==> src/rtl/settable_clock_with_debounce_defines.svh <==
// Assertion macros for the settable clock. SCCD_ASSERT expects clk and arst_n in scope, SCCD_ASSERT_ALWAYS only clk.
`ifndef SETTABLE_CLOCK_WITH_DEBOUNCE_DEFINES_SVH
`define SETTABLE_CLOCK_WITH_DEBOUNCE_DEFINES_SVH
`ifndef SYNTH
// checked only out of reset
`define SCCD_ASSERT(lbl, prop) \
	lbl: assert property (@(posedge clk) disable iff (!arst_n) prop) \
		else $error("sccd assertion failed");
// checked at every edge, also during reset
`define SCCD_ASSERT_ALWAYS(lbl, prop) \
	lbl: assert property (@(posedge clk) prop) \
		else $error("sccd assertion failed");
`else
`define SCCD_ASSERT(lbl, prop)
`define SCCD_ASSERT_ALWAYS(lbl, prop)
`endif
`endif

==> src/rtl/sccd_pkg.sv <==
package sccd_pkg;

	localparam logic [4:0] HOUR_MAX   = 5'd23;
	localparam logic [5:0] MINSEC_MAX = 6'd59;
	localparam logic [4:0] HOUR_RST   = 5'd23;
	localparam logic [5:0] MINUTE_RST = 6'd59;
	localparam logic [5:0] SECOND_RST = 6'd45;

	localparam logic [15:0] TPS_RST  = 16'd100;
	localparam logic [7:0]  DEB_RST  = 8'd4;
	localparam logic [9:0]  HOLD_RST = 10'd50;
	localparam logic [7:0]  RPT_RST  = 8'd11;

	localparam int CFG_DATA_W = 16;
	localparam int CFG_IDX_W  = 2;

	localparam logic [3:0] BTN_SEC  = 4'b0001;
	localparam logic [3:0] BTN_MIN  = 4'b0010;
	localparam logic [3:0] BTN_HOUR = 4'b0100;

	typedef enum logic [CFG_IDX_W-1:0] {
		REG_TPS  = 2'd0,
		REG_DEB  = 2'd1,
		REG_HOLD = 2'd2,
		REG_RPT  = 2'd3
	} cfg_reg_t;

	typedef struct packed {
		logic [4:0] hours;
		logic [5:0] minutes;
		logic [5:0] seconds;
	} time_t;

	typedef struct packed {
		logic [15:0] ticks_per_second;
		logic [7:0]  debounce_ticks;
		logic [9:0]  hold_ticks;
		logic [7:0]  repeat_ticks;
	} cfg_t;

	// time updates requested by the control logic for one beat
	typedef struct packed {
		logic       rpt_adj;
		logic       deb_adj;
		logic       advance;
		logic       up;
		logic [3:0] sel;
	} event_t;

	function automatic logic [5:0] wrap_step(logic [5:0] v, logic [5:0] maxv, logic up);
		logic [5:0] r;
		if (up)
			r = (v >= maxv) ? 6'd0 : v + 6'd1;
		else
			r = (v == 6'd0 || v > maxv) ? maxv : v - 6'd1;
		return r;
	endfunction

	function automatic time_t adjust(time_t t, logic [3:0] sel, logic up);
		time_t r;
		logic [5:0] h;
		r = t;
		h = wrap_step({1'b0, t.hours}, {1'b0, HOUR_MAX}, up);
		// values other than the seconds, minutes or hours button alone leave the time alone
		unique case (sel)
			BTN_SEC:  r.seconds = wrap_step(t.seconds, MINSEC_MAX, up);
			BTN_MIN:  r.minutes = wrap_step(t.minutes, MINSEC_MAX, up);
			BTN_HOUR: r.hours = h[4:0];
			default: ;
		endcase
		return r;
	endfunction

	function automatic time_t advance(time_t t);
		time_t r;
		logic [5:0] h;
		r = t;
		h = wrap_step({1'b0, t.hours}, {1'b0, HOUR_MAX}, 1'b1);
		r.seconds = wrap_step(t.seconds, MINSEC_MAX, 1'b1);
		if (r.seconds == 6'd0) begin
			r.minutes = wrap_step(t.minutes, MINSEC_MAX, 1'b1);
			if (r.minutes == 6'd0)
				r.hours = h[4:0];
		end
		return r;
	endfunction

endpackage

==> src/rtl/sccd_item_if.sv <==
interface sccd_item_if;
	logic       valid;
	logic       ready;
	logic       action;
	logic [3:0] buttons_now;
	logic       count_up;
	logic       pause;

	modport source (output valid, output action, output buttons_now, output count_up,
		output pause, input ready);
	modport sink (input valid, input action, input buttons_now, input count_up,
		input pause, output ready);
endinterface

==> src/rtl/sccd_result_if.sv <==
interface sccd_result_if;
	logic       valid;
	logic       ready;
	logic [4:0] hours;
	logic [5:0] minutes;
	logic [5:0] seconds;

	modport source (output valid, output hours, output minutes, output seconds, input ready);
	modport sink (input valid, input hours, input minutes, input seconds, output ready);
endinterface

==> src/rtl/sccd_cfg.sv <==
module sccd_cfg (
	input  logic                             clk,
	input  logic                             arst_n,
	input  logic                             cfg_we,
	input  logic [sccd_pkg::CFG_IDX_W-1:0]  cfg_index,
	input  logic [sccd_pkg::CFG_DATA_W-1:0] cfg_wdata,
	output sccd_pkg::cfg_t                   cfg
);

	sccd_pkg::cfg_t cfg_q;

	always_ff @(posedge clk or negedge arst_n) begin
		if (!arst_n) begin
			cfg_q.ticks_per_second <= sccd_pkg::TPS_RST;
			cfg_q.debounce_ticks   <= sccd_pkg::DEB_RST;
			cfg_q.hold_ticks       <= sccd_pkg::HOLD_RST;
			cfg_q.repeat_ticks     <= sccd_pkg::RPT_RST;
		end else if (cfg_we) begin
			unique case (sccd_pkg::cfg_reg_t'(cfg_index))
				sccd_pkg::REG_TPS:  cfg_q.ticks_per_second <= cfg_wdata;
				sccd_pkg::REG_DEB:  cfg_q.debounce_ticks   <= cfg_wdata[7:0];
				sccd_pkg::REG_HOLD: cfg_q.hold_ticks       <= cfg_wdata[9:0];
				sccd_pkg::REG_RPT:  cfg_q.repeat_ticks     <= cfg_wdata[7:0];
				default: ;
			endcase
		end
	end

	assign cfg = cfg_q;

endmodule

==> src/rtl/sccd_ctrl.sv <==
module sccd_ctrl (
	input  logic                 clk,
	input  logic                 arst_n,
	input  sccd_pkg::cfg_t       cfg,
	input  logic                 step,
	input  logic                 action,
	input  logic [3:0]           buttons_now,
	input  logic                 count_up,
	input  logic                 pause,
	output sccd_pkg::event_t     ev,
	output logic                 released
);

	logic [15:0] tick_q, tick_d, tick_inc;
	logic [7:0]  quiet_q, quiet_d;
	logic [9:0]  hold_q, hold_d;
	logic [7:0]  rpt_q, rpt_d, rpt_inc;
	logic        rpt_on_q, rpt_on_d;
	logic        released_q, released_d;
	logic [3:0]  latched_q, latched_d;
	logic [3:0]  prev_q, prev_d;
	logic        deb_hit, sec_hit;

	always_comb begin
		tick_d     = tick_q;
		quiet_d    = quiet_q;
		hold_d     = hold_q;
		rpt_d      = rpt_q;
		rpt_on_d   = rpt_on_q;
		released_d = released_q;
		latched_d  = latched_q;
		prev_d     = prev_q;
		deb_hit    = 1'b0;
		sec_hit    = 1'b0;
		tick_inc   = (tick_q != 16'hFFFF) ? tick_q + 16'd1 : tick_q;
		rpt_inc    = 8'd0;
		ev         = '0;
		ev.up      = count_up;
		ev.sel     = latched_q;

		if (action) begin
			latched_d = buttons_now;
			quiet_d   = 8'd0;
		end else begin
			if (quiet_q != 8'hFF) begin
				quiet_d = quiet_q + 8'd1;
				deb_hit = (quiet_d == cfg.debounce_ticks);
			end

			// hold timer
			if (!released_q)
				hold_d = (hold_q != 10'h3FF) ? hold_q + 10'd1 : hold_q;
			else begin
				hold_d   = 10'd0;
				rpt_on_d = 1'b0;
			end
			if (hold_d == cfg.hold_ticks)
				rpt_on_d = 1'b1;

			// auto repeat
			if (rpt_on_d) begin
				rpt_inc = (rpt_q != 8'hFF) ? rpt_q + 8'd1 : rpt_q;
				if (rpt_inc == cfg.repeat_ticks) begin
					rpt_d      = 8'd0;
					ev.rpt_adj = 1'b1;
				end else
					rpt_d = rpt_inc;
			end else
				rpt_d = 8'd0;

			// debounce acceptance
			if (deb_hit) begin
				if (latched_q != prev_q)
					released_d = !released_q;
				ev.deb_adj = 1'b1;
				prev_d     = latched_q;
			end

			sec_hit = (tick_inc >= cfg.ticks_per_second);
			tick_d  = sec_hit ? 16'd0 : tick_inc;
			ev.advance = sec_hit && !pause && released_d;
		end
	end

	always_ff @(posedge clk or negedge arst_n) begin
		if (!arst_n) begin
			tick_q     <= '0;
			quiet_q    <= '0;
			hold_q     <= '0;
			rpt_q      <= '0;
			rpt_on_q   <= 1'b0;
			released_q <= 1'b1;
			latched_q  <= '0;
			prev_q     <= '0;
		end else if (step) begin
			tick_q     <= tick_d;
			quiet_q    <= quiet_d;
			hold_q     <= hold_d;
			rpt_q      <= rpt_d;
			rpt_on_q   <= rpt_on_d;
			released_q <= released_d;
			latched_q  <= latched_d;
			prev_q     <= prev_d;
		end
	end

	assign released = released_q;

endmodule

==> src/rtl/sccd_time.sv <==
module sccd_time (
	input  logic              clk,
	input  logic              arst_n,
	input  logic              step,
	input  sccd_pkg::event_t  ev,
	output sccd_pkg::time_t   cur_time,
	output sccd_pkg::time_t   next_time
);

	sccd_pkg::time_t time_q, t_rpt, t_deb;

	// repeat adjust, then debounce adjust, then the one-second advance
	always_comb begin
		t_rpt     = ev.rpt_adj ? sccd_pkg::adjust(time_q, ev.sel, ev.up) : time_q;
		t_deb     = ev.deb_adj ? sccd_pkg::adjust(t_rpt, ev.sel, ev.up) : t_rpt;
		next_time = ev.advance ? sccd_pkg::advance(t_deb) : t_deb;
	end

	always_ff @(posedge clk or negedge arst_n) begin
		if (!arst_n) begin
			time_q.hours   <= sccd_pkg::HOUR_RST;
			time_q.minutes <= sccd_pkg::MINUTE_RST;
			time_q.seconds <= sccd_pkg::SECOND_RST;
		end else if (step) begin
			time_q <= next_time;
		end
	end

	assign cur_time = time_q;

endmodule

==> src/rtl/settable_clock_with_debounce.sv <==
// Channel   Dir  Payload                                  Beat when
// item      in   action, buttons_now, count_up, pause     item.valid && item.ready
// result    out  hours, minutes, seconds                  result.valid && result.ready
// cfg       in   cfg_index, cfg_wdata                     cfg_we
//
// One item per cycle sustained while result.ready holds; a stalled result holds items back.
// Latency is the input register plus the result register; the step logic between
// them is a few counter compares and one chain of three time adjusts.
// arst_n puts the time at 23:59:45 and the registers at their defaults.
// A stalled result holds the step stage; the input register still takes a beat
// while the step stage is empty or moving.

`include "settable_clock_with_debounce_defines.svh"

module settable_clock_with_debounce (
	input  logic                             clk,
	input  logic                             arst_n,
	sccd_item_if.sink                        item,
	sccd_result_if.source                    result,
	input  logic                             cfg_we,
	input  logic [sccd_pkg::CFG_IDX_W-1:0]  cfg_index,
	input  logic [sccd_pkg::CFG_DATA_W-1:0] cfg_wdata
);

	sccd_pkg::cfg_t   cfg;
	sccd_pkg::event_t ev;
	sccd_pkg::time_t  cur_time, next_time, res_time_q;

	// input register
	logic       valid_s1;
	logic       action_s1;
	logic [3:0] buttons_s1;
	logic       count_up_s1;
	logic       pause_s1;

	logic res_valid_q;
	logic step;
	logic in_beat;
	logic released;

	// step stage moves when it holds an item and the result register is free
	assign step    = valid_s1 && (!res_valid_q || result.ready);
	assign item.ready = !valid_s1 || step;
	assign in_beat = item.valid && item.ready;

	always_ff @(posedge clk or negedge arst_n) begin
		if (!arst_n) begin
			valid_s1 <= 1'b0;
		end else if (in_beat) begin
			valid_s1 <= 1'b1;
		end else if (step) begin
			valid_s1 <= 1'b0;
		end
	end

	// payload needs no reset
	always_ff @(posedge clk) begin
		if (in_beat) begin
			action_s1   <= item.action;
			buttons_s1  <= item.buttons_now;
			count_up_s1 <= item.count_up;
			pause_s1    <= item.pause;
		end
	end

	sccd_cfg u_cfg (
		.clk       (clk),
		.arst_n    (arst_n),
		.cfg_we    (cfg_we),
		.cfg_index (cfg_index),
		.cfg_wdata (cfg_wdata),
		.cfg       (cfg)
	);

	sccd_ctrl u_ctrl (
		.clk         (clk),
		.arst_n      (arst_n),
		.cfg         (cfg),
		.step        (step),
		.action      (action_s1),
		.buttons_now (buttons_s1),
		.count_up    (count_up_s1),
		.pause       (pause_s1),
		.ev          (ev),
		.released    (released)
	);

	sccd_time u_time (
		.clk       (clk),
		.arst_n    (arst_n),
		.step      (step),
		.ev        (ev),
		.cur_time  (cur_time),
		.next_time (next_time)
	);

	// result register: the time after the item
	always_ff @(posedge clk or negedge arst_n) begin
		if (!arst_n) begin
			res_valid_q <= 1'b0;
		end else if (step) begin
			res_valid_q <= 1'b1;
		end else if (result.ready) begin
			res_valid_q <= 1'b0;
		end
	end

	always_ff @(posedge clk) begin
		if (step) begin
			res_time_q <= next_time;
		end
	end

	assign result.valid   = res_valid_q;
	assign result.hours   = res_time_q.hours;
	assign result.minutes = res_time_q.minutes;
	assign result.seconds = res_time_q.seconds;

	// time never leaves its legal range, reset included
	`SCCD_ASSERT_ALWAYS(a_time_range, (cur_time.hours <= sccd_pkg::HOUR_MAX && cur_time.minutes <= sccd_pkg::MINSEC_MAX && cur_time.seconds <= sccd_pkg::MINSEC_MAX))
	// a button beat leaves the time as it was
	`SCCD_ASSERT(a_button_keeps_time, (step && action_s1) |=> $stable(cur_time))
	// the pressed flag moves only on a tick that went through the step stage
	`SCCD_ASSERT(a_release_on_tick, !$stable(released) |-> $past(step && !action_s1))
	// the result just loaded matches the time registers
	`SCCD_ASSERT(a_result_tracks_time, $past(step) |-> (res_time_q == cur_time))

endmodule
==> src/flat_wrapper.sv <==
// flat-port wrapper written by rule: the top's interface ports become plain ports
module settable_clock_with_debounce_flat 
  (clk, arst_n, cfg_we, cfg_index, cfg_wdata, item_valid, item_action, item_buttons_now, item_count_up, item_pause, item_ready, result_valid, result_hours, result_minutes, result_seconds, result_ready);
  sccd_item_if item_i ();
  sccd_result_if result_i ();
  input  logic clk;
  input  logic arst_n;
  input  logic cfg_we;
  input  logic [sccd_pkg::CFG_IDX_W-1:0] cfg_index;
  input  logic [sccd_pkg::CFG_DATA_W-1:0] cfg_wdata;
  input wire logic [$bits(item_i.valid)-1:0] item_valid;
  input wire logic [$bits(item_i.action)-1:0] item_action;
  input wire logic [$bits(item_i.buttons_now)-1:0] item_buttons_now;
  input wire logic [$bits(item_i.count_up)-1:0] item_count_up;
  input wire logic [$bits(item_i.pause)-1:0] item_pause;
  output wire logic [$bits(item_i.ready)-1:0] item_ready;
  output wire logic [$bits(result_i.valid)-1:0] result_valid;
  output wire logic [$bits(result_i.hours)-1:0] result_hours;
  output wire logic [$bits(result_i.minutes)-1:0] result_minutes;
  output wire logic [$bits(result_i.seconds)-1:0] result_seconds;
  input wire logic [$bits(result_i.ready)-1:0] result_ready;
  assign item_i.valid = item_valid;
  assign item_i.action = item_action;
  assign item_i.buttons_now = item_buttons_now;
  assign item_i.count_up = item_count_up;
  assign item_i.pause = item_pause;
  assign item_ready = item_i.ready;
  assign result_valid = result_i.valid;
  assign result_hours = result_i.hours;
  assign result_minutes = result_i.minutes;
  assign result_seconds = result_i.seconds;
  assign result_i.ready = result_ready;
  settable_clock_with_debounce u_core (.clk(clk), .arst_n(arst_n), .item(item_i), .result(result_i), .cfg_we(cfg_we), .cfg_index(cfg_index), .cfg_wdata(cfg_wdata));
endmodule
==> config.mk <==
export PLATFORM = sky130hd
export DESIGN_NAME = settable_clock_with_debounce_flat
export DESIGN_NICKNAME = d
export VERILOG_FILES = /design/src/rtl/sccd_pkg.sv /design/src/rtl/sccd_item_if.sv /design/src/rtl/sccd_result_if.sv /design/src/rtl/sccd_cfg.sv /design/src/rtl/sccd_ctrl.sv /design/src/rtl/sccd_time.sv /design/src/rtl/settable_clock_with_debounce.sv /design/src/flat_wrapper.sv
export VERILOG_INCLUDE_DIRS = /design/src /design/src/rtl
export SDC_FILE = /design/constraint.sdc
export NUM_CORES = 1
export LEC_CHECK = 0
export BUFFER_PORTS_ARGS = -buffer_cell sky130_fd_sc_hd__buf_2
export CORE_ASPECT_RATIO = 1.25
export CORE_UTILIZATION = 30
export CTS_CLUSTER_SIZE = 28
export DETAILED_ROUTE_END_ITERATION = 8
export PLACE_DENSITY_LB_ADDON = 0.2
export REMOVE_ABC_BUFFERS = 1
export SLEW_MARGIN = 5
export SYNTH_ARGS = -nofsm -noshare
export SYNTH_HDL_FRONTEND = slang
export SYNTH_SLANG_ARGS = --single-unit
==> constraint.sdc <==
create_clock -name clk -period 8.1 [get_ports clk]
set_input_delay 1.62 -clock clk [delete_from_list [all_inputs] [get_ports clk]]
set_output_delay 1.62 -clock clk [all_outputs]
set_load 0.005 [all_outputs]
# == After elaboration in Yosys (flattened, before gate mapping) ==
# Cells that the tools add are included.
# word_totals
in_bits,30
register_bits,137
output_inout_bits,19
# op_classes
bitwise,1
mux,59
n_addsub,19
n_reduce_logical,36
n_eq_ne,14
n_lt_le_gt_ge,16
# op_table
operator,n
$mux 6,19
$mux 17,3
$mux 5,10
$mux 8,5
$add 6x1->6 const B,6
$ge 6x6->1 const B,6
$logic_not 6->1,6
$mux 16,2
$mux 10,3
$gt 6x6->1 const B,4
$sub 6x1->6 const B,4
$add 16x1->16 const B,1
$add 8x1->8 const B,2
$eq 8x8->1,2
$ge 16x16->1,1
$ne 16x16->1 const B,1
$ne 8x8->1 const B,2
$add 5x1->5 const B,3
$ge 5x5->1 const B,3
$mux 1,15
$reduce_and 2->1,7
$mux 11,1
$add 10x1->10 const B,1
$eq 10x10->1,1
18 further kinds,37

# == Longest topological paths before layout ==
# Gate-level depths: netlist of the first run.
# logic_depth
ltp_word,24
mapped_depth,29
depth_no_buf,25

# == Cells and area by module ==
# Synthesis of the first run repeated with hierarchy kept, for this count alone.
# unflattened
hier_cells,1159
hier_area_um2,10568.9
# modules_own_cells
module,instances,area_per_inst_um2,seq_area_each_um2,cells_per_inst
sccd_ctrl,1,4160.2,1302.5,496
sccd_time,1,3992.6,441.7,541
sccd_cfg,1,1591.5,1063.5,90
settable_clock_with_debounce,1,824.5,770.7,32

# == Worst setup path before layout of the first run ==
# Ideal clock, no wire load.
# synth_path
path_type,reg-to-reg
start,reg u_core.u_ctrl.hold_q[1]
end,"reg u_core.u_time.time_q, in the netlist u_core.u_time.cur_time[13]"
path_stages_with_launch,25
slack_ps,1807
t_required_ps,8018
period_less_slack_ps,6293
n_path_buf,3
arrival_ps,6211
setup_time_ps,82
cell_sequence,dfrtp_1 -> ha_1 -> buf_2 -> nand2_1 -> o41ai_1 -> a31o_2 -> a2111oi_2 -> nand4b_1 -> o31a_4 -> buf_6 -> buf_6 -> o31ai_1 -> o31ai_2 -> ha_1 -> or4_1 -> and2_4 -> a32o_1 -> a211oi_2 -> ha_1 -> or3b_1 -> nor3_1 -> o221ai_1 -> a22oi_4 -> mux2_4 -> mux2_4
# synth_lines
item,line,rtl
start: declaration,sccd_ctrl.sv:16,"logic [9:0] hold_q, hold_d;"
start signal: assignment,sccd_ctrl.sv:98,hold_q <= hold_d;
end signal: assignment,sccd_time.sv:25,time_q <= next_time;
end: declaration,sccd_time.sv:10,"sccd_pkg::time_t time_q, t_rpt, t_deb;"

==> run summary, run 1 <==
Status -> finished, final reports clean
Die Wd -> 177 µm
Yosys synthesis warning count -> 0
Cell Area, Synth -> 11500 µm²
Routed wire length -> 34.3 mm
GRT Total Usage -> 0.180
I/O Buffers -> 48
Int Pwr -> 1.71 mW
Area growth syn-to-layout -> 10.1%
Die area -> 39000 µm²
Avg WL per Cell -> 18.7 µm
Num Clock Sinks -> 137
Post-CTS Setup Bufs -> 0
Max Fclk -> 0.137 GHz
Clk Latency, worst-skew pair -> 0.44 ns
Tcrit/Tclk final -> 0.899
Design area -> 12600 µm²
Sequential power share -> 0.367
Final antenna-violating net count -> 0
Die Span Y -> 221 µm
Unique cell type count in the Yosys netlist -> 111
Top cell type's share of synthesized area -> 0.194
Fin. Hold Viols -> 0
Sw Ratio -> 0.375
Top FF cell, synth -> dfrtp_1
TritonCTS Buffers -> 17
Critical path class -> flip-flop to flip-flop
Register area share after synthesis -> 0.312
Post-synth top cells -> nand2_1, nor2_1, o21ai_0, dfrtp_1, a21oi_1
Initial antenna violation count -> 3
Clk pin slew, worst setup/hold paths -> 0.06 ns
CTS Hold Bufs -> 0
Vias in the first global route -> 10000
Setup ws final -> 0.815 ns
Clock share of power -> 0.307
First-pass GRT wire length -> 55.1 mm
RSZ-0062 raised after global routing -> no
Nets -> 1408
Root buf cell -> clkbuf_16
Worst Path Required -> 8.29 ns
Non-Filler Instances -> 1837
Placed cell areas -> 12000 µm²
Drt pass-1 iters -> 5
Row cnt -> 79
PnR Total Power -> 2.74 mW
DRC -> 0
Slew headroom -> 0.351
Yosys reg bits -> 137
Number of flops mapped to enable cells by yosys -> 24
Maximum VDD drop -> 0.126 mV
Worst slack, placed -> 0.834 ns
Starting Density -> 0.306
Synth area leaders -> dfrtp_1, edfxtp_1, dfstp_2
Reported net switching power -> 1.03 mW
Final worst path period need -> 7.28 ns
Fraction of registers with async set/reset -> 0.825
# setup viols final -> 0
Syn avg cell area -> 8.56 µm²
Leakage -> 4.93 nW
Slew @ Worst Pin -> 0.967 ns
Core area -> 37500 µm²
Setup Skew -> 0.00914 ns
Most frequent cell after synthesis -> nand2_1
CTS H-tree depth -> 4
Dpl hpwl -> 25.0 mm
CTS tree -> built
Util after Layout -> 0.337
Hold Crit Class -> flip-flop to flip-flop
Yosys top cell by area -> dfrtp_1
Worst Path Arrival -> 7.48 ns
Post-placement cell count -> 1805
Max_cap viols -> 0
DRT iter0 DRCs -> 542
Ports -> 49
WHS -> 0.489 ns
Share of cells above drive strength 1 -> 0.173
Crit-path max FO -> 11
Largest net degree at the start of global routing -> 72
Crit path launch type -> flip-flop
Final GP Congestion -> 0.954
CTS max path bufs -> 2
Vias after detailed routing -> 10300
Worst R2R Setup Slack -> 0.82 ns
Comb power frac -> 0.326
Post_cts resized -> 0
Vias per inst -> 5.59
Grt total ovfl -> 0
Setup TNS Final -> 0 ns
Syn Inst Count -> 1341
Fin. max-slew vios -> 0
PD cells -> 217 nW/µm²
Worst setup EP type -> flip-flop
[sequential cells by signal, summed over array words and instances, names as in the netlist, 4 cells and up]
name,count
u_core.u_cfg.cfg,42
u_core.u_time.cur_time,17
u_core.u_ctrl.tick_q,16
u_core.u_ctrl.hold_q,10
u_core.u_ctrl.quiet_q,8
u_core.u_ctrl.rpt_q,8
u_core.result.minutes,6
u_core.result.seconds,6
u_core.result.hours,5
u_core.buttons_s1,4
u_core.u_ctrl.latched_q,4
u_core.u_ctrl.prev_q,4
[worst paths after layout]
check                                                    from                            endpoint  cells past startpoint
min reg2reg                u_core.u_ctrl.rpt_on_q$_DFFE_PN0P_  u_core.u_ctrl.rpt_on_q$_DFFE_PN0P_                      2
max                        u_core.u_ctrl.rpt_q[0]$_DFFE_PN0P_    u_core.result.hours[3]$_DFFE_PP_                     22
min                        u_core.u_ctrl.rpt_on_q$_DFFE_PN0P_  u_core.u_ctrl.rpt_on_q$_DFFE_PN0P_                      2
max in group asynchronous                              arst_n     u_core.result.valid$_DFFE_PN0P_                      2
min in group asynchronous                              arst_n    u_core.u_cfg.cfg[40]$_DFFE_PN0P_                      1
max reg2reg                u_core.u_ctrl.rpt_q[0]$_DFFE_PN0P_    u_core.result.hours[3]$_DFFE_PP_                     22
[logic make-up (layout without fill, tap and decap cells)]
kind of cell    Yosys count  count (layout)  synth area share
buf+inv                 135             144            0.0546
compound gates          401             401             0.249
flops                   137             137             0.312
mux                      72              72            0.0701
xor+xnor                 48              48            0.0366
simple gates            507             507             0.233
fa+ha+maj                41              41            0.0445
other cells               0               1                 0
[power groups by stage]
| stage | clock (mW) | combinational [mW] | sequential, mW |
|---|---|---|---|
| finish | 0.842 | 0.894 | 1.01 |
| global route | 0.893 | 0.997 | 1.03 |
| CTS | 0.866 | 0.899 | 1.01 |
| detailed placement | 0 | 0.891 | 1.02 |
| global placement | 0 | 0.886 | 1.02 |
| floorplan | 0 | 0.664 | 0.957 |
[layer usage]
layer | GRT usage | wire length (µm) | part of all wire | vias up
li1 | - | - | - | 4982
met4 | 0.0718 | 881 | 0.026 | 4
met5 | 0 | 22 | 0.00064 | -
met2 | 0.325 | 17500 | 0.51 | 186
met3 | 0.0242 | 962 | 0.028 | 58
met1 | 0.214 | 15000 | 0.44 | 5043
[cell usage in the layout (no fill, tap or decap), types with 22 or more instances in the layout]
master	count
edfxtp_1	24
a21oi_1	71
nand3_1	49
nor2_1	103
nand2_1	138
ha_1	40
buf_2	47
mux2_2	52
o21ai_0	97
nand4_1	23
xnor2_1	33
o31ai_1	22
dfstp_2	24
dfrtp_1	89
nor3_1	26
inv_1	49
[critical path, stage by stage, from the launching register on]
cell      delay, ns
dfrtp_1        0.49
ha_1           0.34
and4_1         0.43
a211oi_1       0.13
a211o_1        0.24
a211oi_1       0.33
nand4_1        0.42
or2_1          0.50
nor2_4         0.33
nor2_1         0.08
a21o_1         0.18
ha_1           0.26
or4_1          0.57
and2_4         0.17
a32o_1         0.26
a211oi_2       0.33
ha_1           0.34
or3b_1         0.44
nor3_1         0.21
o221ai_1       0.22
a22oi_4        0.36
a21boi_0       0.17
or2_1          0.25
[cell type report]
type                    instances  area (µm²)
fillers                      3884       24800
multi-input cells            1069        7290
flip-flops and latches        137        3580
well taps                     486         608
clock buffers                  19         454
repair buffers                 63         355
inverters                      50         188
clock inverters                12         163
diodes                          1        2.50
No activity file was read; power rests on OpenSTA's default activity.
==> run 2, diff against run 1 <==
--- a/config.mk
+++ b/config.mk
@@ -9,8 +9,10 @@
 export BUFFER_PORTS_ARGS = -buffer_cell sky130_fd_sc_hd__buf_2
 export CORE_ASPECT_RATIO = 1.25
 export CORE_UTILIZATION = 30
+export CTS_BUF_LIST = sky130_fd_sc_hd__clkbuf_4
 export CTS_CLUSTER_SIZE = 28
 export DETAILED_ROUTE_END_ITERATION = 8
+export HOLD_SLACK_MARGIN = 0.1
 export PLACE_DENSITY_LB_ADDON = 0.2
 export REMOVE_ABC_BUFFERS = 1
 export SLEW_MARGIN = 5
==> constraint.sdc (replaced) <==
create_clock -name clk -period 8.1 [get_ports clk]
set_input_delay 1.62 -clock clk [delete_from_list [all_inputs] [get_ports clk]]
set_output_delay 1.62 -clock clk [all_outputs]
set_load 0.05 [all_outputs]
==> run 2 against run 1 <==
Net effect: hold slack improved by 0.014 ns; power down 9.6%; setup slack lost 0.017 ns; final area shrank 2.3%; routed wire length down 0.45%; register-to-register slack worse by 0.02 ns; first-iteration DRC count fell by 8.1%; critical path depth stayed put; clock power decreased by 35%; sequential power barely moved; count of clock-buffer cells in the layout fell by 1.
==> run summary, run 2 (same netlist as run 1, synthesis figures left out) <==
Most common cell after layout, fill and taps aside -> nand2_1
Ports -> 49
Most Used Layer, Global Route -> met2
Maximum VDD drop -> 0.0890 mV
Setup TNS Final -> 0 ns
Int Pwr -> 1.46 mW
Vias after detailed routing -> 10300
# setup viols final -> 0
Die Span Y -> 221 µm
Slew @ Worst Pin -> 0.970 ns
Critical path class -> flip-flop to flip-flop
Final antenna-violating net count -> 0
Comb power frac -> 0.374
CTS Hold Bufs -> 0
Met2 track demand over resource -> 0.324
DRC -> 0
RSZ-0062 raised after global routing -> no
Reported net switching power -> 1.02 mW
Clk Latency, worst-skew pair -> 0.62 ns
Largest stage delay, worst path -> 0.57 ns
TritonCTS Buffers -> 17
Share of cells above drive strength 1 -> 0.174
Vias in the first global route -> 10000
Row cnt -> 79
Root buf cell -> clkbuf_4
Num Clock Sinks -> 137
CTS tree -> built
Tcrit/Tclk final -> 0.901
Max Fclk -> 0.137 GHz
Slew headroom -> 0.350
Core area -> 37500 µm²
Clk pin slew, worst setup/hold paths -> 0.13 ns
Clock share of power -> 0.221
Starting Density -> 0.306
Sw Ratio -> 0.412
Crit path max-delay family -> simple AND/OR/NAND/NOR gates
Vias per inst -> 5.61
Max_cap viols -> 0
CTS H-tree depth -> 4
Status -> finished, final reports clean
First-pass GRT wire length -> 54.9 mm
Fin. Hold Viols -> 0
Die area -> 39000 µm²
I/O Buffers -> 48
Most frequent cells in the layout -> nand2_1, nor2_1, o21ai_0
Nets -> 1408
Hold Crit Class -> flip-flop to flip-flop
Dpl hpwl -> 25.0 mm
Worst Path Arrival -> 7.86 ns
Crit-path max FO -> 11
Sequential power share -> 0.406
Setup Skew -> 0.0180 ns
Post_cts resized -> 0
Leakage -> 4.81 nW
Max reg flops -> 42
Worst Path Required -> 8.65 ns
Crit path launch type -> flip-flop
Cell repeated most along the worst path -> ha_1
Routed wire length -> 34.2 mm
Grt met1 use -> 0.214
GRT Total Usage -> 0.179
Critical-path top delay cell -> or4_1
Initial antenna violation count -> 4
Grt total ovfl -> 0
CTS max path bufs -> 2
Area growth syn-to-layout -> 7.61%
Largest net degree at the start of global routing -> 72
Worst setup EP type -> flip-flop
CP bufs+invs -> 0
Die Wd -> 177 µm
Final worst path period need -> 7.30 ns
DRT iter0 DRCs -> 498
Fin. max-slew vios -> 0
Design area -> 12300 µm²
PD cells -> 201 nW/µm²
Final GP Congestion -> 0.954
Met3 Use GR -> 0.0251
Avg WL per Cell -> 18.6 µm
Crit path cell chain -> ha_1, and4_1, a211oi_1, a211o_1, a211oi_1, nand4_1, or2_1, nor2_4, nor2_1, a21o_1, ha_1, or4_1, and2_4, a32o_1, a211oi_2, ha_1, or3b_1, nor3_1, o221ai_1, a22oi_4, mux2_4, mux2_4
Drt pass-1 iters -> 5
Post-CTS Setup Bufs -> 0
Placed cell areas -> 12000 µm²
Fillcell total -> 3915
-- run 2: changes by cell type in the layout (fill, tap and decap cells not counted) --
cell | before | now
clkbuf_1 | 1 | 0
clkbuf_16 | 18 | 0
diode_2 | 1 | 2
bufinv_16 | 3 | 4
clkbuf_4 | 0 | 18
-- run 2: final timing paths --
check	from	endpoint	slack [ns]	cells past startpoint
worst max-delay path	u_core.u_ctrl.rpt_q[0]$_DFFE_PN0P_	u_core.u_time.cur_time[13]$_DFFE_PN1P_	0.80	22
worst min-delay path	u_core.u_ctrl.rpt_on_q$_DFFE_PN0P_	u_core.u_ctrl.rpt_on_q$_DFFE_PN0P_	0.50	2
worst max register to register	u_core.u_ctrl.rpt_q[0]$_DFFE_PN0P_	u_core.u_time.cur_time[13]$_DFFE_PN1P_	0.80	22
worst min register to register	u_core.u_ctrl.rpt_on_q$_DFFE_PN0P_	u_core.u_ctrl.rpt_on_q$_DFFE_PN0P_	0.50	2
max in group asynchronous	arst_n	u_core.result.valid$_DFFE_PN0P_	5.70	2
min in group asynchronous	arst_n	u_core.u_ctrl.rpt_q[2]$_DFFE_PN0P_	1.02	1
-- run 2: power groups by stage --
| stage | Combinational (mW) | Clock, mW | Sequential [mW] |
|---|---|---|---|
| floorplan | 0.665 | 0 | 0.992 |
| global placement | 0.920 | 0 | 1.02 |
| detailed placement | 0.925 | 0 | 1.02 |
| CTS | 0.932 | 0.573 | 1.00 |
| global route | 1.03 | 0.596 | 1.03 |
| finish | 0.927 | 0.547 | 1.01 |
-- run 2: cell type report --
cell class | instances | area, µm² | share of cell area
Antenna cell | 2 | 5.00 | 0.000405
Clock buffer | 18 | 135 | 0.0109
Clock inverter | 13 | 193 | 0.0156
Inverter | 50 | 188 | 0.0152
Multi-Input combinational cell | 1069 | 7290 | 0.590
Sequential cell | 137 | 3580 | 0.290
Tap cell | 486 | 608 | 0.0492
Timing Repair Buffer | 63 | 355 | 0.0288
-- run 2: worst reg2reg max path, stage by stage (launching register included) --
cell      delay (ns)
dfrtp_1         0.51
ha_1            0.34
and4_1          0.43
a211oi_1        0.13
a211o_1         0.24
a211oi_1        0.34
nand4_1         0.43
or2_1           0.51
nor2_4          0.32
nor2_1          0.08
a21o_1          0.17
ha_1            0.26
or4_1           0.57
and2_4          0.17
a32o_1          0.26
a211oi_2        0.33
ha_1            0.34
or3b_1          0.44
nor3_1          0.21
o221ai_1        0.22
a22oi_4         0.36
mux2_4          0.34
mux2_4          0.25
-- run 2: per-stage QoR --
step                      utilization  power, mW  setup WS [ns]  hold WS [ns]  instances
after global placement          0.321       1.94           1.00         0.476       1805
after detailed placement        0.321       1.94          0.834         0.478       1805
after floorplan                     -       1.66           1.49         0.450       1256
final                           0.330       2.48          0.798         0.503       1838
after CTS                       0.330       2.51          0.787         0.508       1836
after global routing            0.330       2.65          0.264         0.529       1837
-- run 2: routing by layer --
layer / up-vias / part of all wire
met5: - / 0.00064
met4: 4 / 0.026
met3: 57 / 0.027
met2: 209 / 0.51
met1: 5052 / 0.43
li1: 4992 / -
==> run 3, diff against run 2 <==
--- a/config.mk
+++ b/config.mk
@@ -7,7 +7,6 @@
 export NUM_CORES = 1
 export LEC_CHECK = 0
 export BUFFER_PORTS_ARGS = -buffer_cell sky130_fd_sc_hd__buf_2
-export CORE_ASPECT_RATIO = 1.25
 export CORE_UTILIZATION = 30
 export CTS_BUF_LIST = sky130_fd_sc_hd__clkbuf_4
 export CTS_CLUSTER_SIZE = 28
==> run 3 against run 2 <==
Net effect: power is 0.25% lower; flip-flop and latch count stayed put; register-to-register slack better by 0.20 ns; setup slack better by 0.20 ns; clock skew is 0.0011 ns higher; first-iteration DRC count is 53% higher; combinational power hardly changed; hold slack better by 0.0012 ns; critical path depth stayed put; fmax is 2.9% higher; count of clock-buffer cells in the layout stayed put; die area hardly changed; largest cell class unchanged; highest routed layer is now met4.
==> run summary, run 3 (same netlist as run 1, synthesis figures left out) <==
Tcrit/Tclk final -> 0.876
Critical-path top delay cell -> or4_1
Initial antenna violation count -> 3
Crit path launch type -> flip-flop
Max reg flops -> 42
Nets -> 1407
Largest net degree at the start of global routing -> 73
Routed wire length -> 33.5 mm
I/O Buffers -> 48
Area growth syn-to-layout -> 7.84%
First-pass GRT wire length -> 55.2 mm
Row cnt -> 71
R2R cell count -> 22
Sequential cell area -> 3580 µm²
Placed cell areas -> 12000 µm²
Die Span Y -> 198 µm
Hold Crit Class -> flip-flop to flip-flop
Die area -> 39000 µm²
Die Wd -> 198 µm
Critical path class -> flip-flop to flip-flop
Worst Path Arrival -> 7.48 ns
Non-Filler Instances -> 1865
Crit-path max FO -> 36
Vias per inst -> 5.51
Post-CTS Setup Bufs -> 0
Post-Route M1 WL -> 16.2 mm
Clk pin slew, worst setup/hold paths -> 0.14 ns
Routed length on met2 -> 15.5 mm
Final worst path period need -> 7.10 ns
CTS tree -> built
CTS Hold Bufs -> 0
DR WL met3 -> 1.16 mm
Fin. max-slew vios -> 0
Final antenna-violating net count -> 0
Leakage -> 4.80 nW
CTS max path bufs -> 2
Slew headroom -> 0.314
Maximum VDD drop -> 0.103 mV
Num Clock Sinks -> 137
WHS -> 0.504 ns
Design area -> 12400 µm²
Drt pass-1 iters -> 5
Ports -> 49
Max Fclk -> 0.141 GHz
Avg WL per Cell -> 17.9 µm
# setup viols final -> 0
Footprint of the multi-input gates -> 7290 µm²
Worst Path Required -> 8.48 ns
GRT Total Usage -> 0.178
Clk Latency, worst-skew pair -> 0.61 ns
Setup TNS Final -> 0 ns
Fin. Hold Viols -> 0
Starting Density -> 0.305
TritonCTS Buffers -> 17
Grt total ovfl -> 0
Vias in the first global route -> 10100
Core area -> 37700 µm²
Fillcell total -> 4013
Slew @ Worst Pin -> 1.01 ns
RSZ-0062 raised after global routing -> no
DRC -> 0
Worst setup EP type -> flip-flop
Dpl hpwl -> 24.3 mm
Max_cap viols -> 0
DRT iter0 DRCs -> 764
Final GP Congestion -> 0.890
Setup Skew -> 0.0191 ns
Root buf cell -> clkbuf_4
DR top layer -> met4
PnR Total Power -> 2.47 mW
PD cells -> 200 nW/µm²
Crit path cell chain -> ha_1, nand2_1, nor3_4, xnor2_1, mux2i_1, nand4_1, o31a_4, nor2_4, nor2_1, a21o_1, ha_1, or4_1, and2_4, a32o_1, a211oi_2, ha_1, or3b_1, nor3_1, o221ai_1, a22oi_4, a21boi_0, or2_1
Largest stage delay, worst path -> 0.57 ns
Cell repeated most along the worst path -> ha_1
Post-placement cell count -> 1829
Most common cell after layout, fill and taps aside -> nand2_1
Status -> finished, final reports clean
Most frequent cells in the layout -> nand2_1, nor2_1, o21ai_0
Hold-critical path depth -> 1
CTS H-tree depth -> 4
Post_cts resized -> 0
Vias after detailed routing -> 10300
Share of cells above drive strength 1 -> 0.171
run 3: cell count changes in the layout (fill, tap and decap cells not counted), sizes merged:
cell	delta
diode	+2
inv	+2
buf	-1
clkinv	-1
run 3: layout make-up:
cell class / instances / share of cell area
Antenna cell: 4 / 0.000809
Clock buffer: 18 / 0.0109
Clock inverter: 14 / 0.0154
Inverter: 50 / 0.0152
Multi-Input combinational cell: 1069 / 0.589
Sequential cell: 137 / 0.289
Tap cell: 511 / 0.0517
Timing Repair Buffer: 62 / 0.0281
run 3: worst max-delay path, delay by kind of cell (launching register included):
family,cells,cell delay [ns]
and+or+nand+nor,10,2.90
muxes,1,0.22
DFF,1,0.49
xor gates and xnor gates,1,0.21
adders and majority gates,3,0.99
AOI/OAI and AO/OA,7,2.03
run 3: metrics by stage:
step           setup slack [ns]  utilization
2_1_floorplan              1.49            -
3_3_place_gp               1.20        0.320
3_5_place_dp               1.05        0.320
4_1_cts                    1.03        0.328
5_1_grt                   0.451        0.328
6_report                   1.00        0.329
run 3: power by group:
group          leakage (nW)  total [mW]  switching (mW)  internal, mW
clock network         0.177       0.549           0.297         0.252
logic                  3.01       0.925           0.545         0.380
registers              1.61       0.999           0.174         0.825
run 3: routing by layer:
layer  GRT usage  vias to the layer above
met4      0.0523                        0
met5           0                        -
met2       0.289                      226
li1            -                     4993
met3      0.0300                       48
met1       0.240                     5003
run 3: final timing paths:
| kind | start | to | slack, ns |
|---|---|---|---|
| max | u_core.u_ctrl.hold_q[0]$_DFFE_PN0P_ | u_core.result.hours[3]$_DFFE_PP_ | 1.00 |
| min | u_core.buttons_s1[2]$_DFFE_PP_ | u_core.u_ctrl.latched_q[2]$_DFFE_PN0P_ | 0.50 |
| max reg2reg | u_core.u_ctrl.hold_q[0]$_DFFE_PN0P_ | u_core.result.hours[3]$_DFFE_PP_ | 1.00 |
| min reg2reg | u_core.buttons_s1[2]$_DFFE_PP_ | u_core.u_ctrl.latched_q[2]$_DFFE_PN0P_ | 0.50 |
| max in group asynchronous | arst_n | u_core.u_ctrl.hold_q[8]$_DFFE_PN0P_ | 5.66 |
| min in group asynchronous | arst_n | u_core.u_cfg.cfg[38]$_DFFE_PN0P_ | 1.00 |
